[src/hw/rtl/crcwd_pkg.sv]
// ----------------------------------------------------------------------------
// crcwd_pkg
// Shared types, constants and the CRC-8 byte step for the word deframer.
// ----------------------------------------------------------------------------
package crcwd_pkg;

   localparam int MAX_WORDS = 8;           // longest frame supported, in words
   localparam int IDX_W     = 3;           // word index width
   localparam int LEN_W     = 4;           // frame length register width

   // longest usable frame: limited by MAX_WORDS and by the index width
   localparam int LEN_LIMIT_I = (MAX_WORDS < (1 << IDX_W)) ? MAX_WORDS : (1 << IDX_W);
   localparam logic [LEN_W-1:0] LEN_LIMIT = LEN_W'(LEN_LIMIT_I);
   localparam logic [LEN_W-1:0] LEN_RESET = LEN_W'(2);

   localparam logic [7:0] CRC_POLY = 8'h31;
   localparam logic [7:0] CRC_INIT = 8'hFF;

   // byte position inside a triple
   localparam logic [1:0] PH_HIGH = 2'd0;
   localparam logic [1:0] PH_LOW  = 2'd1;
   localparam logic [1:0] PH_CRC  = 2'd2;

   typedef struct packed {
      logic [15:0]      word_value;
      logic [IDX_W-1:0] word_index;
      logic             crc_ok;
      logic             frame_ok;
      logic             last_word;
   } result_type;

   // one byte through the MSB-first CRC-8 shift register
   function automatic logic [7:0] crc8_byte(input logic [7:0] crc, input logic [7:0] b);
      logic [7:0] c;
      c = crc ^ b;
      for (int k = 0; k < 8; k++) begin
         c = c[7] ? ({c[6:0], 1'b0} ^ CRC_POLY) : {c[6:0], 1'b0};
      end
      return c;
   endfunction

   // register value mapped into 1 .. LEN_LIMIT
   function automatic logic [LEN_W-1:0] eff_len(input logic [LEN_W-1:0] n);
      logic [LEN_W-1:0] r;
      r = n;
      if (r == '0) begin
         r = LEN_W'(1);
      end else if (r > LEN_LIMIT) begin
         r = LEN_LIMIT;
      end
      return r;
   endfunction

endpackage

[src/hw/rtl/crcwd_core.sv]
// ----------------------------------------------------------------------------
// crcwd_core
// Triple tracking state, CRC check and word assembly for one byte per cycle while advance is high.
// ----------------------------------------------------------------------------
module crcwd_core (
   input  logic                                 clock,
   input  logic                                 reset,
   input  logic                                 advance,
   input  logic [7:0]                           data_byte,
   input  logic                                 frame_start,
   input  logic [crcwd_pkg::LEN_W-1:0]          words_per_frame,
   output logic                                 emit,
   output crcwd_pkg::result_type                result
);

   logic [1:0]                    phase_ff, phase_in;
   logic [7:0]                    crc_ff, crc_in;
   logic [7:0]                    high_ff, high_in;
   logic [7:0]                    low_ff, low_in;
   logic [crcwd_pkg::IDX_W-1:0]   wcnt_ff, wcnt_in;
   logic                          good_ff, good_in;

   logic [1:0]                    phase_eff;
   logic [7:0]                    crc_eff;
   logic [crcwd_pkg::IDX_W-1:0]   wcnt_eff;
   logic                          good_eff;
   logic [crcwd_pkg::LEN_W-1:0]   len;
   logic [crcwd_pkg::LEN_W-1:0]   idx_next;
   logic                          crc_match;
   logic                          fok;
   logic                          last;

   // frame start restarts the counters before the byte is taken
   assign phase_eff = frame_start ? crcwd_pkg::PH_HIGH : phase_ff;
   assign crc_eff   = frame_start ? crcwd_pkg::CRC_INIT : crc_ff;
   assign wcnt_eff  = frame_start ? '0 : wcnt_ff;
   assign good_eff  = frame_start | good_ff;

   assign len       = crcwd_pkg::eff_len(words_per_frame);
   assign idx_next  = {{(crcwd_pkg::LEN_W-crcwd_pkg::IDX_W){1'b0}}, wcnt_eff}
                      + crcwd_pkg::LEN_W'(1);
   assign crc_match = (crc_eff == data_byte);
   assign fok       = crc_match & good_eff;
   assign last      = (idx_next >= len);

   always_comb begin
      phase_in = phase_ff;
      crc_in   = crc_ff;
      high_in  = high_ff;
      low_in   = low_ff;
      wcnt_in  = wcnt_ff;
      good_in  = good_ff;
      emit     = 1'b0;
      case (phase_eff)
         crcwd_pkg::PH_LOW: begin
            low_in   = data_byte;
            crc_in   = crcwd_pkg::crc8_byte(crc_eff, data_byte);
            phase_in = crcwd_pkg::PH_CRC;
            wcnt_in  = wcnt_eff;
            good_in  = good_eff;
         end
         crcwd_pkg::PH_CRC: begin
            emit     = 1'b1;
            phase_in = crcwd_pkg::PH_HIGH;
            crc_in   = crcwd_pkg::CRC_INIT;
            wcnt_in  = last ? '0 : idx_next[crcwd_pkg::IDX_W-1:0];
            good_in  = last | fok;
         end
         default: begin
            // high byte; the unused phase code lands here as well
            high_in  = data_byte;
            crc_in   = crcwd_pkg::crc8_byte(crcwd_pkg::CRC_INIT, data_byte);
            phase_in = crcwd_pkg::PH_LOW;
            wcnt_in  = wcnt_eff;
            good_in  = good_eff;
         end
      endcase
   end

   always_comb begin
      result.word_value = {high_ff, low_ff};
      result.word_index = wcnt_eff;
      result.crc_ok     = crc_match;
      result.frame_ok   = fok;
      result.last_word  = last;
   end

   always_ff @(posedge clock) begin
      if (reset) begin
         phase_ff <= crcwd_pkg::PH_HIGH;
         crc_ff   <= crcwd_pkg::CRC_INIT;
         high_ff  <= '0;
         low_ff   <= '0;
         wcnt_ff  <= '0;
         good_ff  <= 1'b1;
      end else if (advance) begin
         phase_ff <= phase_in;
         crc_ff   <= crc_in;
         high_ff  <= high_in;
         low_ff   <= low_in;
         wcnt_ff  <= wcnt_in;
         good_ff  <= good_in;
      end
   end

   a_last_restarts: assert property (@(posedge clock) disable iff (reset)
      advance && emit && result.last_word |=> (wcnt_ff == '0) && good_ff)
      else $error("word counter not restarted after last word");

   a_start_to_low: assert property (@(posedge clock) disable iff (reset)
      advance && frame_start |=> (phase_ff == crcwd_pkg::PH_LOW))
      else $error("frame start byte not taken as high byte");

   a_hold_when_idle: assert property (@(posedge clock) disable iff (reset)
      !advance |=> $stable(phase_ff) && $stable(wcnt_ff) && $stable(crc_ff))
      else $error("state moved without an item");

endmodule

[src/hw/rtl/crc8_checked_word_deframer.sv]
// ----------------------------------------------------------------------------
// crc8_checked_word_deframer
// Byte stream to CRC-8 checked 16-bit words.
// ----------------------------------------------------------------------------
// Usage:
//   req_*  : one frame byte per item, req_frame_start on the first byte of a
//            frame. Each word is a triple of high byte, low byte, CRC byte.
//   rsp_*  : one item after each CRC byte: the word, its index, crc_ok,
//            frame_ok (all words so far good) and last_word.
//   csr_*  : frame length in words, written while the block is idle; 0 acts
//            as 1 and values above the supported maximum saturate.
// Path: the CRC byte is captured in the input register, checked by the core
//   and the result is registered in the result register that drives rsp_*.
// Throughput: 1 byte per cycle while the result register is not stalled;
//   each byte takes one CRC-8 byte step between the input register and core.
// Reset: synchronous; clears the valid flags of both pipeline registers,
//   restarts the CRC and counters and sets the frame length to 2 words.
// Stall: a stalled result holds; req_stall rises only while a byte waits in
//   the input register and the result register is stalled.
// ----------------------------------------------------------------------------
module crc8_checked_word_deframer (
   input  logic                          clock,
   input  logic                          reset,
   input  logic                          req_valid,
   output logic                          req_stall,
   input  logic [7:0]                    req_data_byte,
   input  logic                          req_frame_start,
   output logic                          rsp_valid,
   input  logic                          rsp_stall,
   output logic [15:0]                   rsp_word_value,
   output logic [crcwd_pkg::IDX_W-1:0]   rsp_word_index,
   output logic                          rsp_crc_ok,
   output logic                          rsp_frame_ok,
   output logic                          rsp_last_word,
   input  logic                          csr_wr_en,
   input  logic [crcwd_pkg::LEN_W-1:0]   csr_wr_data
);

   logic                          in_vld_ff, in_vld_in;
   logic [7:0]                    in_byte_ff;
   logic                          in_start_ff;
   logic                          out_vld_ff, out_vld_in;
   crcwd_pkg::result_type         out_ff;
   logic [crcwd_pkg::LEN_W-1:0]   len_ff;

   logic                          out_free;
   logic                          advance;
   logic                          accept;
   logic                          emit;
   crcwd_pkg::result_type         result;

   assign out_free  = !out_vld_ff || !rsp_stall;
   assign advance   = in_vld_ff && out_free;
   assign req_stall = in_vld_ff && !out_free;
   assign accept    = req_valid && !req_stall;

   assign in_vld_in  = accept | (in_vld_ff & !advance);
   assign out_vld_in = out_free ? (advance & emit) : 1'b1;

   crcwd_core u_core (
      .clock           (clock),
      .reset           (reset),
      .advance         (advance),
      .data_byte       (in_byte_ff),
      .frame_start     (in_start_ff),
      .words_per_frame (len_ff),
      .emit            (emit),
      .result          (result)
   );

   always_ff @(posedge clock) begin
      if (reset) begin
         in_vld_ff  <= 1'b0;
         out_vld_ff <= 1'b0;
         len_ff     <= crcwd_pkg::LEN_RESET;
      end else begin
         in_vld_ff  <= in_vld_in;
         out_vld_ff <= out_vld_in;
         if (csr_wr_en) begin
            len_ff <= csr_wr_data;
         end
      end
   end

   always_ff @(posedge clock) begin
      if (accept) begin
         in_byte_ff  <= req_data_byte;
         in_start_ff <= req_frame_start;
      end
      if (advance && emit) begin
         out_ff <= result;
      end
   end

   assign rsp_valid      = out_vld_ff;
   assign rsp_word_value = out_ff.word_value;
   assign rsp_word_index = out_ff.word_index;
   assign rsp_crc_ok     = out_ff.crc_ok;
   assign rsp_frame_ok   = out_ff.frame_ok;
   assign rsp_last_word  = out_ff.last_word;

   a_frame_ok_needs_crc: assert property (@(posedge clock) disable iff (reset)
      rsp_valid |-> (!rsp_frame_ok || rsp_crc_ok))
      else $error("frame_ok set on a word that failed CRC");

   a_no_overwrite: assert property (@(posedge clock) disable iff (reset)
      out_vld_ff && rsp_stall |-> !advance)
      else $error("result register advanced while stalled");

   a_stall_only_full: assert property (@(posedge clock) disable iff (reset)
      req_stall |-> in_vld_ff && out_vld_ff)
      else $error("input stalled with room in the pipeline");

endmodule
[config.mk]
export PLATFORM = sky130hd
export DESIGN_NAME = crc8_checked_word_deframer
export DESIGN_NICKNAME = d
export VERILOG_FILES = /design/src/hw/rtl/crcwd_pkg.sv /design/src/hw/rtl/crcwd_core.sv /design/src/hw/rtl/crc8_checked_word_deframer.sv
export SDC_FILE = /design/constraint.sdc
export NUM_CORES = 1
export LEC_CHECK = 0
export BUFFER_PORTS_ARGS = -buffer_cell sky130_fd_sc_hd__buf_4
export CORE_ASPECT_RATIO = 0.8
export CORE_MARGIN = 2
export CORE_UTILIZATION = 52
export DETAILED_ROUTE_END_ITERATION = 8
export PLACE_DENSITY = 0.87
export SYNTH_ARGS = -nofsm -noshare
export SYNTH_HDL_FRONTEND = slang
export SYNTH_SLANG_ARGS = --single-unit
[constraint.sdc]
create_clock -name clock -period 2.4 [get_ports clock]
set_input_delay 0.6 -clock clock [delete_from_list [all_inputs] [get_ports clock]]
set_output_delay 0.6 -clock clock [all_outputs]
set_load 0.03 [all_outputs]
==> Implementation_results.wiki, run 1 <==
{| class="wikitable"
! Metric !! Value
|-
| Outcome || finished, final reports clean
|-
| Kind of end point of the critical path || flip-flop
|-
| Number of vias per cell || 5.39
|-
| Number of core rows || 26
|-
| Worst-case headroom to the max-slew limit || 0.643
|-
| Final setup viols || 0
|-
| Post-synthesis area per instance || 10.2 µm²
|-
| DRC violations left || 0
|-
| Root buffer selected by CTS || clkbuf_8
|-
| Count of flip-flops with a built-in enable after synthesis || 31
|-
| Ports placed on the boundary || 42
|-
| Number of synthesized register bits || 67
|-
| Share of synthesized registers carrying an async set or reset || 0
|-
| Post-layout power || 2.80 mW
|-
| Clk pwr share || 0.375
|-
| Share of layout cells above drive strength 1 || 0.200
|-
| Mapped Nets || 351
|-
| Kind of critical path || reg2reg
|-
| Cell leakage power || 1.52 nW
|-
| Switching power || 728 µW
|-
| Max Cap Viol || 0
|-
| Synthesized instance count || 326
|-
| Data arrival, critical path || 2.44 ns
|-
| Number of buffers added by the clock tree synthesis step || 9
|-
| Library cells used by synthesis || 43
|-
| Cell Int Power || 2.07 mW
|-
| CP Max Fanout || 5
|-
| Largest vdd supply drop || 0.433 mV
|-
| CTS sink cnt || 67
|-
| Net count reported at finish || 385
|-
| Fraction of power spent switching nets || 0.260
|-
| Slew of the pin with the lowest slew margin || 0.535 ns
|-
| Total number of vias || 2422
|-
| TritonRoute pass-1 iters || 5
|-
| Antenna viol nets, final || 0
|-
| Area of the die || 7060 µm²
|-
| Buffers from clock root to sink, at most || 2
|-
| Required time at the worst-slack endpoint || 2.68 ns
|-
| Area delta synth->final || 17.1%
|-
| Core Util, Final || 0.621
|-
| Final Hold Vio Count || 0
|-
| Routed WL per cell || 14.2 µm
|-
| Pin count of the biggest net entering global routing || 33
|-
| CTS clock-pin slew for the worst setup and hold paths || 0.08 ns
|-
| F_max || 0.463 GHz
|-
| Die Y-Extent || 75.6 µm
|-
| Fin Setup TNS || 0 ns
|-
| Mapped Area || 3330 µm²
|-
| Worst setup skew after layout || 0.00891 ns
|-
| Remaining global-route overflow || 0
|-
| Gate power share || 0.161
|-
| Sequential area share after synthesis || 0.496
|-
| CTS H-tree lvls || 3
|-
| Flip-flop cell with the highest count after synthesis || dfxtp_1
|-
| Number of buffers added for setup after CTS || 0
|-
| Combined global-route utilization of all metal layers || 0.200
|-
| Total core area || 6280 µm²
|-
| Flop pwr share || 0.464
|-
| Antenna violations before repair || 0
|-
| Number of fillers in the final layout || 507
|-
| Final Max Slew Viols || 0
|-
| First-pass GRT wire length || 10600 µm
|-
| Startpoint types || flip-flop
|-
| Initial cell density of the core || 0.530
|-
| Post-route fraction of the period consumed by the critical path || 0.900
|-
| Number of hold buffers added after CTS || 0
|-
| Buffers added on ports || 41
|-
| Die X-Extent || 93.5 µm
|-
| Minimum period implied by the final worst setup slack || 2.16 ns
|-
| Hold crit path type || in2reg
|-
| Half-perimeter wire length after detailed placement || 4350 µm
|-
| Clock Latency Late Sink || 0.35 ns
|-
| CTS tree || built
|-
| Final routed wirelength across all metal layers || 6390 µm
|-
| DRC marker count from the first detailed-route iteration || 125
|-
| Warning count from the yosys run || 0
|-
| PD cells || 719 nW/µm²
|-
| Last weighted congestion value of the routability-driven placer || 0.899
|-
| CTS resizes || 0
|-
| RSZ-0062 raised after global routing || no
|-
| Vias in the first global route || 2215
|-
| Total inserted antenna cells || 0
|}
[synth_stat cells (3+ instances only)]
| master | number | area share |
|---|---|---|
| buf_4 | 3 | 0.0068 |
| nand2_1 | 44 | 0.050 |
| nor3_1 | 10 | 0.015 |
| buf_2 | 9 | 0.014 |
| o21ai_1 | 12 | 0.018 |
| xor2_1 | 3 | 0.0079 |
| a211o_1 | 3 | 0.0079 |
| nand2b_1 | 5 | 0.0094 |
| mux2i_1 | 4 | 0.012 |
| edfxtp_1 | 31 | 0.28 |
| xnor3_1 | 7 | 0.047 |
| a32oi_1 | 4 | 0.011 |
| o21a_1 | 7 | 0.016 |
| nor2_1 | 17 | 0.019 |
| o21ai_0 | 4 | 0.0060 |
| xnor2_1 | 17 | 0.045 |
| a221oi_1 | 4 | 0.011 |
| ha_1 | 7 | 0.026 |
| dfxtp_1 | 36 | 0.22 |
| nand3_1 | 16 | 0.024 |
| nor2b_1 | 3 | 0.0056 |
| a21oi_1 | 36 | 0.054 |
| clkbuf_1 | 13 | 0.015 |
| inv_1 | 6 | 0.0068 |
| a31oi_1 | 3 | 0.0056 |
[layout make-up]
cell class / count / area, µm² / share of cell area
sequential: 67 / 1650 / 0.423
multi-input combinational: 227 / 1530 / 0.392
timing repair buffer: 49 / 368 / 0.0943
clock buffer: 9 / 124 / 0.0318
tap: 84 / 105 / 0.0269
clock inverter: 7 / 101 / 0.0260
inverter: 6 / 22.5 / 0.00577
[power groups by stage]
stage | clock [mW] | sequential [mW] | combinational (mW)
2_1_floorplan | 0 | 1.28 | 0.406
3_3_place_gp | 0 | 1.32 | 0.435
3_5_place_dp | 0 | 1.32 | 0.446
4_1_cts | 1.07 | 1.30 | 0.449
5_1_grt | 1.12 | 1.31 | 0.498
6_report | 1.05 | 1.30 | 0.451
[cells in the final DEF (no fill, tap or decap), types with 7 or more instances in the layout]
cell | netlist | layout
nor2_1 | 17 | 17
nand2_1 | 44 | 44
edfxtp_1 | 31 | 31
o21ai_1 | 12 | 12
nand3_1 | 16 | 16
dfxtp_1 | 36 | 36
o21a_1 | 7 | 7
a21oi_1 | 36 | 36
xnor2_1 | 17 | 17
ha_1 | 7 | 7
xnor3_1 | 7 | 7
buf_4 | 3 | 49
nor3_1 | 10 | 10
clkbuf_8 | 0 | 9
[worst paths after layout]
path / startpoint / endpoint / slack (ns) / depth (start not counted)
setup / recovery: u_core.wcnt_ff[0] / u_core.wcnt_ff[2] / 0.24 / 7
hold / removal: req_data_byte[7] / in_byte_ff[7] / 0.42 / 1
setup reg to reg: u_core.wcnt_ff[0] / u_core.wcnt_ff[2] / 0.24 / 7
hold reg to reg: u_core.low_ff[7] / rsp_word_value[7] / 0.43 / 0
[metal layers]
metal / share of wire / track usage / routed length [µm] / vias up
met5: 0 / 0 / 0 / -
met4: 0.018 / 0.0703 / 112 / 0
met3: 0.087 / 0.0682 / 554 / 8
met2: 0.45 / 0.297 / 2890 / 96
met1: 0.44 / 0.276 / 2830 / 1102
li1: - / - / - / 1216
[critical path, stage by stage, from the launching register on]
cell and delay (ns):
dfxtp_1 0.39, nor2b_1 0.26, ha_1 0.30, ha_1 0.30, a21o_1 0.16, a21o_1 0.22, a211o_1 0.31, a31oi_1 0.15
[flip-flops by register name, summed over array words and instances (netlist names), 2 cells and up]
name / flops
in_byte_ff: 8
len_ff: 4
rsp_word_index: 3
rsp_word_value: 16
u_core.crc_ff: 8
u_core.high_ff: 8
u_core.low_ff: 8
u_core.phase_ff: 2
u_core.wcnt_ff: 3
[through the flow]
step	instances	instance area, µm²	setup slack [ns]	hold WS (ns)
2_1_floorplan	326	3330	0.0411	0.408
5_1_grt	449	3900	0.110	0.403
4_1_cts	449	3900	0.252	0.406
3_5_place_dp	433	3670	0.280	0.416
3_3_place_gp	433	3670	0.355	0.416
6_report	449	3900	0.240	0.424
[cells by family after synthesis]
logic type      Yosys count  share of synthesized area
compound gates           82                      0.150
simple gates            102                      0.138
buf+inv                  32                     0.0451
xor+xnor                 32                      0.132
mux                       4                     0.0120
flops                    67                      0.496
fa+ha+maj                 7                     0.0263
Note: power is estimated with default switching activity, not from simulation.
==> run 2, diff against run 1 <==
Settings changed: SYNTH_HIERARCHICAL set to 1.
==> Implementation_results.wiki, run 2 <==
{| class="wikitable"
! Metric !! Value
|-
| Area of the die || 6900 µm²
|-
| Hold Worst Slack || 0.431 ns
|-
| Placed cells || 433
|-
| Switching power || 651 µW
|-
| Net count reported at finish || 388
|-
| Max Cap Viol || 0
|-
| TritonRoute pass-1 iters || 5
|-
| Worst setup skew after layout || 0.00627 ns
|-
| Fraction of power spent switching nets || 0.236
|-
| Routed WL per cell || 14.4 µm
|-
| Post-synthesis area per instance || 10.1 µm²
|-
| Fin Setup TNS || 0 ns
|-
| Startpoint of the worst register-to-register path || in_start_ff
|-
| First-pass GRT wire length || 10400 µm
|-
| Origin of the worst min-delay path || u_core/high_ff[6]
|-
| Startpoint types || flip-flop
|-
| Count of flip-flops with a built-in enable after synthesis || 31
|-
| Final routed wirelength across all metal layers || 6490 µm
|-
| Most numerous cell in the Yosys netlist || nand2_1
|-
| Gate power share || 0.133
|-
| Die Y-Extent || 74.7 µm
|-
| CTS sink cnt || 67
|-
| Remaining global-route overflow || 0
|-
| Buffers added on ports || 41
|-
| Hold depth || 0
|-
| Antenna violations before repair || 0
|-
| DRC marker count from the first detailed-route iteration || 229
|-
| Library cells used by synthesis || 46
|-
| Share of synthesized registers carrying an async set or reset || 0
|-
| Final Max Slew Viols || 0
|-
| Number of hold buffers added after CTS || 0
|-
| DRC violations left || 0
|-
| CP Max Fanout || 3
|-
| DP Worst Slack || 0.219 ns
|-
| Vias in the first global route || 2180
|-
| Total number of vias || 2423
|-
| Launch point of the worst path || in_start_ff
|-
| Number of buffers added by the clock tree synthesis step || 9
|-
| Worst-case headroom to the max-slew limit || 0.634
|-
| Buffers from clock root to sink, at most || 2
|-
| Area contributors post-synth || edfxtp_1, dfxtp_1, nand2_1, a21oi_1, xnor2_1
|-
| Warning count from the yosys run || 6
|-
| Number of buffers added for setup after CTS || 0
|-
| Area delta synth->final || 19.9%
|-
| Last weighted congestion value of the routability-driven placer || 0.935
|-
| Most common cell after layout, fill and taps aside || buf_4
|-
| Cell leakage power || 1.62 nW
|-
| Flip-flop cell with the highest count after synthesis || dfxtp_1
|-
| Final critical-path setup slack || 0.199 ns
|-
| Clock Latency Late Sink || 0.34 ns
|-
| Die X-Extent || 92.4 µm
|-
| Outcome || finished, final reports clean
|-
| Hold crit path type || reg2reg
|-
| Half-perimeter wire length after detailed placement || 4590 µm
|-
| Flip-flop count of the largest register after layout || 16
|-
| Library cell with the largest summed area after synthesis || edfxtp_1
|-
| Initial cell density of the core || 0.544
|-
| Total core area || 5970 µm²
|-
| Antenna viol nets, final || 0
|-
| RSZ-0062 raised after global routing || no
|-
| Post-layout power || 2.76 mW
|-
| Total inserted antenna cells || 0
|-
| Kind of critical path || reg2reg
|-
| Required time at the worst-slack endpoint || 2.67 ns
|-
| Post-synth top cells || nand2_1, dfxtp_1, a21oi_1, edfxtp_1, nor2_1
|-
| Minimum period implied by the final worst setup slack || 2.20 ns
|-
| Cell Int Power || 2.11 mW
|-
| Mapped Nets || 347
|-
| Mapped Area || 3250 µm²
|-
| Number of core rows || 25
|-
| PD cells || 707 nW/µm²
|-
| Pin count of the biggest net entering global routing || 37
|-
| Final std cells w/o fill || 449
|-
| Synth top area share || 0.286
|-
| Worst reg2reg path depth || 8
|-
| Leading cell types in the layout, fill and taps excluded || buf_4, nand2_1, dfxtp_1
|-
| Kind of end point of the critical path || flip-flop
|-
| Data arrival, critical path || 2.47 ns
|-
| CTS clock-pin slew for the worst setup and hold paths || 0.07 ns
|-
| Largest vdd supply drop || 0.615 mV
|-
| F_max || 0.454 GHz
|-
| Clk pwr share || 0.404
|-
| Flop pwr share || 0.463
|-
| Ports placed on the boundary || 42
|-
| Share of layout cells above drive strength 1 || 0.220
|-
| Final Hold Vio Count || 0
|-
| CTS H-tree lvls || 3
|-
| Sequential area share after synthesis || 0.508
|-
| Slew of the pin with the lowest slew margin || 0.550 ns
|-
| Root buffer selected by CTS || clkbuf_8
|-
| Final setup viols || 0
|-
| Post-route fraction of the period consumed by the critical path || 0.917
|-
| Number of vias per cell || 5.40
|-
| Synthesized instance count || 322
|-
| Number of synthesized register bits || 67
|-
| CTS resizes || 0
|-
| CTS tree || built
|-
| Combined global-route utilization of all metal layers || 0.196
|}
-- run 2: cell type report --
class,instances,area (µm²)
clock buffer,10,128
clock inverter,6,113
fill,446,2080
inverter,9,33.8
multi-input combinational,221,1450
sequential,67,1650
tap,81,101
timing repair buffer,55,425
-- run 2: stage by stage --
stage / util / cell area [µm²]
finish: 0.652 / 3900
global route: 0.652 / 3900
CTS: 0.652 / 3900
detailed placement: 0.612 / 3660
global placement: 0.612 / 3660
floorplan: - / 3280
-- run 2: power groups by stage --
stage	combinational, mW	sequential [mW]	clock (mW)
finish	0.366	1.28	1.11
global placement	0.345	1.30	0
floorplan	0.310	1.27	0
detailed placement	0.357	1.30	0
CTS	0.360	1.28	1.13
global route	0.395	1.28	1.17
-- run 2: cells by family after synthesis --
kind of cell               after synthesis  share of synthesized area
AOI/OAI and AO/OA                       65                      0.120
xor gates and xnor gates                37                      0.132
adders and majority gates                7                     0.0269
buffers and inverters                   34                     0.0516
DFF                                     67                      0.508
muxes                                    3                    0.00924
and+or+nand+nor                        109                      0.152
-- run 2: critical path, stage by stage, from the launching register on --
cell	delay [ns]
edfxtp_1	0.44
nor2b_2	0.17
ha_1	0.26
ha_1	0.30
a21o_1	0.16
a21o_1	0.19
a21o_1	0.21
o221a_2	0.25
nor3_1	0.14
-- run 2: final timing paths --
path | slack [ns] | to
setup / recovery | 0.20 | u_core/wcnt_ff[2]
hold / removal | 0.43 | rsp_word_value[14]
setup reg to reg | 0.20 | u_core/wcnt_ff[2]
hold reg to reg | 0.43 | rsp_word_value[14]
-- run 2: per-layer routing --
| metal | vias to the layer above | global-route usage | share of wire | wire length, µm |
|---|---|---|---|---|
| li1 | 1184 | - | - | - |
| met1 | 1105 | 0.262 | 0.45 | 2910 |
| met2 | 120 | 0.305 | 0.44 | 2860 |
| met3 | 14 | 0.0561 | 0.094 | 607 |
| met4 | 0 | 0.0813 | 0.017 | 112 |
| met5 | - | 0 | 0 | 0 |
==> run 3, diff against run 2 <==
Settings changed: ABC_AREA set to 1.
==> Implementation_results.wiki, run 3 <==
{| class="wikitable"
! Metric !! Value
|-
| Kind of end point of the critical path || flip-flop
|-
| Buffers from clock root to sink, at most || 2
|-
| Peak per-stage delay on the critical path || 0.45 ns
|-
| Hold crit path type || reg2reg
|-
| CTS clock-pin slew for the worst setup and hold paths || 0.08 ns
|-
| Switching power || 674 µW
|-
| TritonRoute pass-1 iters || 5
|-
| Flop pwr share || 0.474
|-
| Gate power share || 0.118
|-
| Number of vias per cell || 5.13
|-
| Vias in the first global route || 2320
|-
| Share of synthesized registers carrying an async set or reset || 0
|-
| Startpoint types || flip-flop
|-
| Total number of vias || 2504
|-
| Standard cell with the maximum stage delay on the critical path || edfxtp_1
|-
| Initial cell density of the core || 0.538
|-
| Half-perimeter wire length after detailed placement || 4670 µm
|-
| Root buffer selected by CTS || clkbuf_8
|-
| Slew of the pin with the lowest slew margin || 0.551 ns
|-
| CTS tree || built
|-
| Count of flip-flops with a built-in enable after synthesis || 31
|-
| Startpoint of the worst register-to-register path || in_start_ff
|-
| Post-synth top cells || nand2_1, inv_1, dfxtp_1, nor2_1, edfxtp_1
|-
| Area delta synth->final || 18.6%
|-
| Ports placed on the boundary || 42
|-
| Area of the die || 6760 µm²
|-
| Minimum period implied by the final worst setup slack || 2.28 ns
|-
| Buffers added on ports || 41
|-
| DP Worst Slack || 0.113 ns
|-
| Number of buffers added by the clock tree synthesis step || 9
|-
| Largest vdd supply drop || 0.534 mV
|-
| Antenna viol nets, final || 0
|-
| CTS H-tree lvls || 3
|-
| Post-synthesis area per instance || 8.81 µm²
|-
| Final routed wirelength across all metal layers || 6420 µm
|-
| Capture endpoint of the worst hold path || rsp_word_value[8]
|-
| Flip-flop count of the largest register after layout || 16
|-
| Number of stages on the worst setup path || 12
|-
| Worst setup skew after layout || 0.00786 ns
|-
| Die X-Extent || 91.5 µm
|-
| Antenna violations before repair || 0
|-
| Top Family by Delay on Critical Path || adder cells
|-
| Final Max Slew Viols || 0
|-
| Flip-flop cell with the highest count after synthesis || dfxtp_1
|-
| F_max || 0.439 GHz
|-
| Final setup viols || 0
|-
| Final critical-path setup slack || 0.123 ns
|-
| Die Y-Extent || 74.0 µm
|-
| Final Hold Vio Count || 0
|-
| Number of fillers in the final layout || 510
|-
| First-pass GRT wire length || 10700 µm
|-
| Total inserted antenna cells || 0
|-
| Area contributors post-synth || edfxtp_1, dfxtp_1, nand2_1, a21oi_1, inv_1
|-
| DRC marker count from the first detailed-route iteration || 156
|-
| Synth top area share || 0.293
|-
| Fraction of power spent switching nets || 0.251
|-
| Library cells used by synthesis || 31
|-
| Clock Latency Late Sink || 0.35 ns
|-
| Synthesized instance count || 361
|-
| Hold Worst Slack || 0.426 ns
|-
| CP Buf/Inv Count || 3
|-
| Clk pwr share || 0.408
|-
| Most numerous cell in the Yosys netlist || nand2_1
|-
| Fin Setup TNS || 0 ns
|-
| Share of layout cells above drive strength 1 || 0.189
|-
| Kind of critical path || reg2reg
|-
| Hold depth || 0
|-
| Pin count of the biggest net entering global routing || 23
|-
| Library cell with the largest summed area after synthesis || edfxtp_1
|-
| Leading cell types in the layout, fill and taps excluded || nand2_1, buf_4, inv_1
|-
| Outcome || finished, final reports clean
|-
| Last weighted congestion value of the routability-driven placer || 0.905
|-
| Worst-case headroom to the max-slew limit || 0.631
|-
| Total core area || 5910 µm²
|-
| Sequential area share after synthesis || 0.519
|-
| Mapped Nets || 386
|-
| Max Cap Viol || 0
|-
| Routed WL per cell || 13.1 µm
|-
| Internal reg-to-reg setup slack || 0.12 ns
|-
| Destination of the worst register-to-register timing path || u_core/wcnt_ff[0]
|-
| Post-layout power || 2.68 mW
|-
| CTS sink cnt || 67
|-
| DRC violations left || 0
|-
| Worst reg2reg path depth || 12
|-
| Remaining global-route overflow || 0
|-
| Number of hold buffers added after CTS || 0
|-
| Required time at the worst-slack endpoint || 2.69 ns
|-
| Number of synthesized register bits || 67
|-
| Final std cells w/o fill || 488
|-
| Crit-path cells || inv_2, nand2_1, inv_1, ha_1, ha_1, inv_1, nor2_1, o211ai_1, nand3_1, nor2_4, o211ai_1, a21oi_1
|-
| CP Max Fanout || 5
|-
| Cell leakage power || 1.68 nW
|-
| Placed cells || 472
|-
| Data arrival, critical path || 2.56 ns
|-
| Post-route fraction of the period consumed by the critical path || 0.949
|-
| Mapped Area || 3180 µm²
|-
| Number of core rows || 25
|-
| Cell Int Power || 2.01 mW
|-
| Combined global-route utilization of all metal layers || 0.207
|-
| Origin of the worst min-delay path || u_core/high_ff[0]
|-
| Net count reported at finish || 427
|-
| Warning count from the yosys run || 6
|-
| PD cells || 711 nW/µm²
|-
| Most common cell after layout, fill and taps aside || nand2_1
|}
==> run 3: cell count changes after synthesis, sizes merged, moves of 4 or more <==
| cell | previous run | this run |
|---|---|---|
| a21o | 4 | 0 |
| a21oi | 35 | 30 |
| clkbuf | 13 | 4 |
| inv | 9 | 41 |
| nand2 | 50 | 77 |
| nand2b | 5 | 0 |
| nand3 | 11 | 18 |
| nor2 | 26 | 39 |
| nor2b | 4 | 0 |
| o211ai | 0 | 4 |
| o21ai | 9 | 31 |
| xnor2 | 23 | 9 |
==> run 3: how the worst max path moves through the flow <==
stage                      startpoint           endpoint
after floorplan           in_start_ff         rsp_crc_ok
after global placement    in_start_ff  u_core/wcnt_ff[0]
after detailed placement  in_start_ff  u_core/wcnt_ff[2]
after CTS                 in_start_ff  u_core/wcnt_ff[1]
after global routing      in_start_ff     u_core/good_ff
final                     in_start_ff  u_core/wcnt_ff[0]
==> run 3: kinds of logic (layout without fill, tap and decap cells) <==
kind of cell | count (synthesis) | count (layout) | share of synthesized area
AOI/OAI and AO/OA | 68 | 68 | 0.112
xor gates and xnor gates | 23 | 23 | 0.0763
adders and majority gates | 7 | 7 | 0.0275
buffers and inverters | 56 | 102 | 0.0771
DFF | 67 | 67 | 0.519
and+or+nand+nor | 140 | 140 | 0.188
==> run 3: metal layers <==
metal / track usage / share of wire / up-vias
met5: 0 / 0 / -
met4: 0.0606 / 0.0095 / 0
met3: 0.0699 / 0.070 / 6
met2: 0.349 / 0.47 / 100
met1: 0.258 / 0.45 / 1139
li1: - / - / 1259
==> run 3: metrics by stage <==
step | area [µm²] | utilization
floorplan | 3190 | -
global route | 3770 | 0.638
detailed placement | 3530 | 0.597
global placement | 3530 | 0.597
CTS | 3770 | 0.637
finish | 3770 | 0.638
==> run 3: power groups by stage <==
stage	sequential, mW	combinational [mW]	clock [mW]
2_1_floorplan	1.28	0.246	0
3_3_place_gp	1.30	0.296	0
3_5_place_dp	1.30	0.309	0
4_1_cts	1.27	0.311	1.11
5_1_grt	1.28	0.356	1.15
6_report	1.27	0.317	1.09
==> run 3: cell type report <==
cell class / instances / area, µm² / share of cell area
sequential: 67 / 1650 / 0.438
multi-input combinational: 238 / 1300 / 0.344
timing repair buffer: 44 / 330 / 0.0875
inverter: 42 / 158 / 0.0418
clock buffer: 11 / 153 / 0.0405
tap: 81 / 101 / 0.0269
clock inverter: 5 / 82.6 / 0.0219
==> run 3: repair_timing <==
item                                    CTS  global route
endpoints found under the setup margin    0             4
hold endpoints to repair                  0             0
resized for setup                         0             2
setup buffers                             0             0
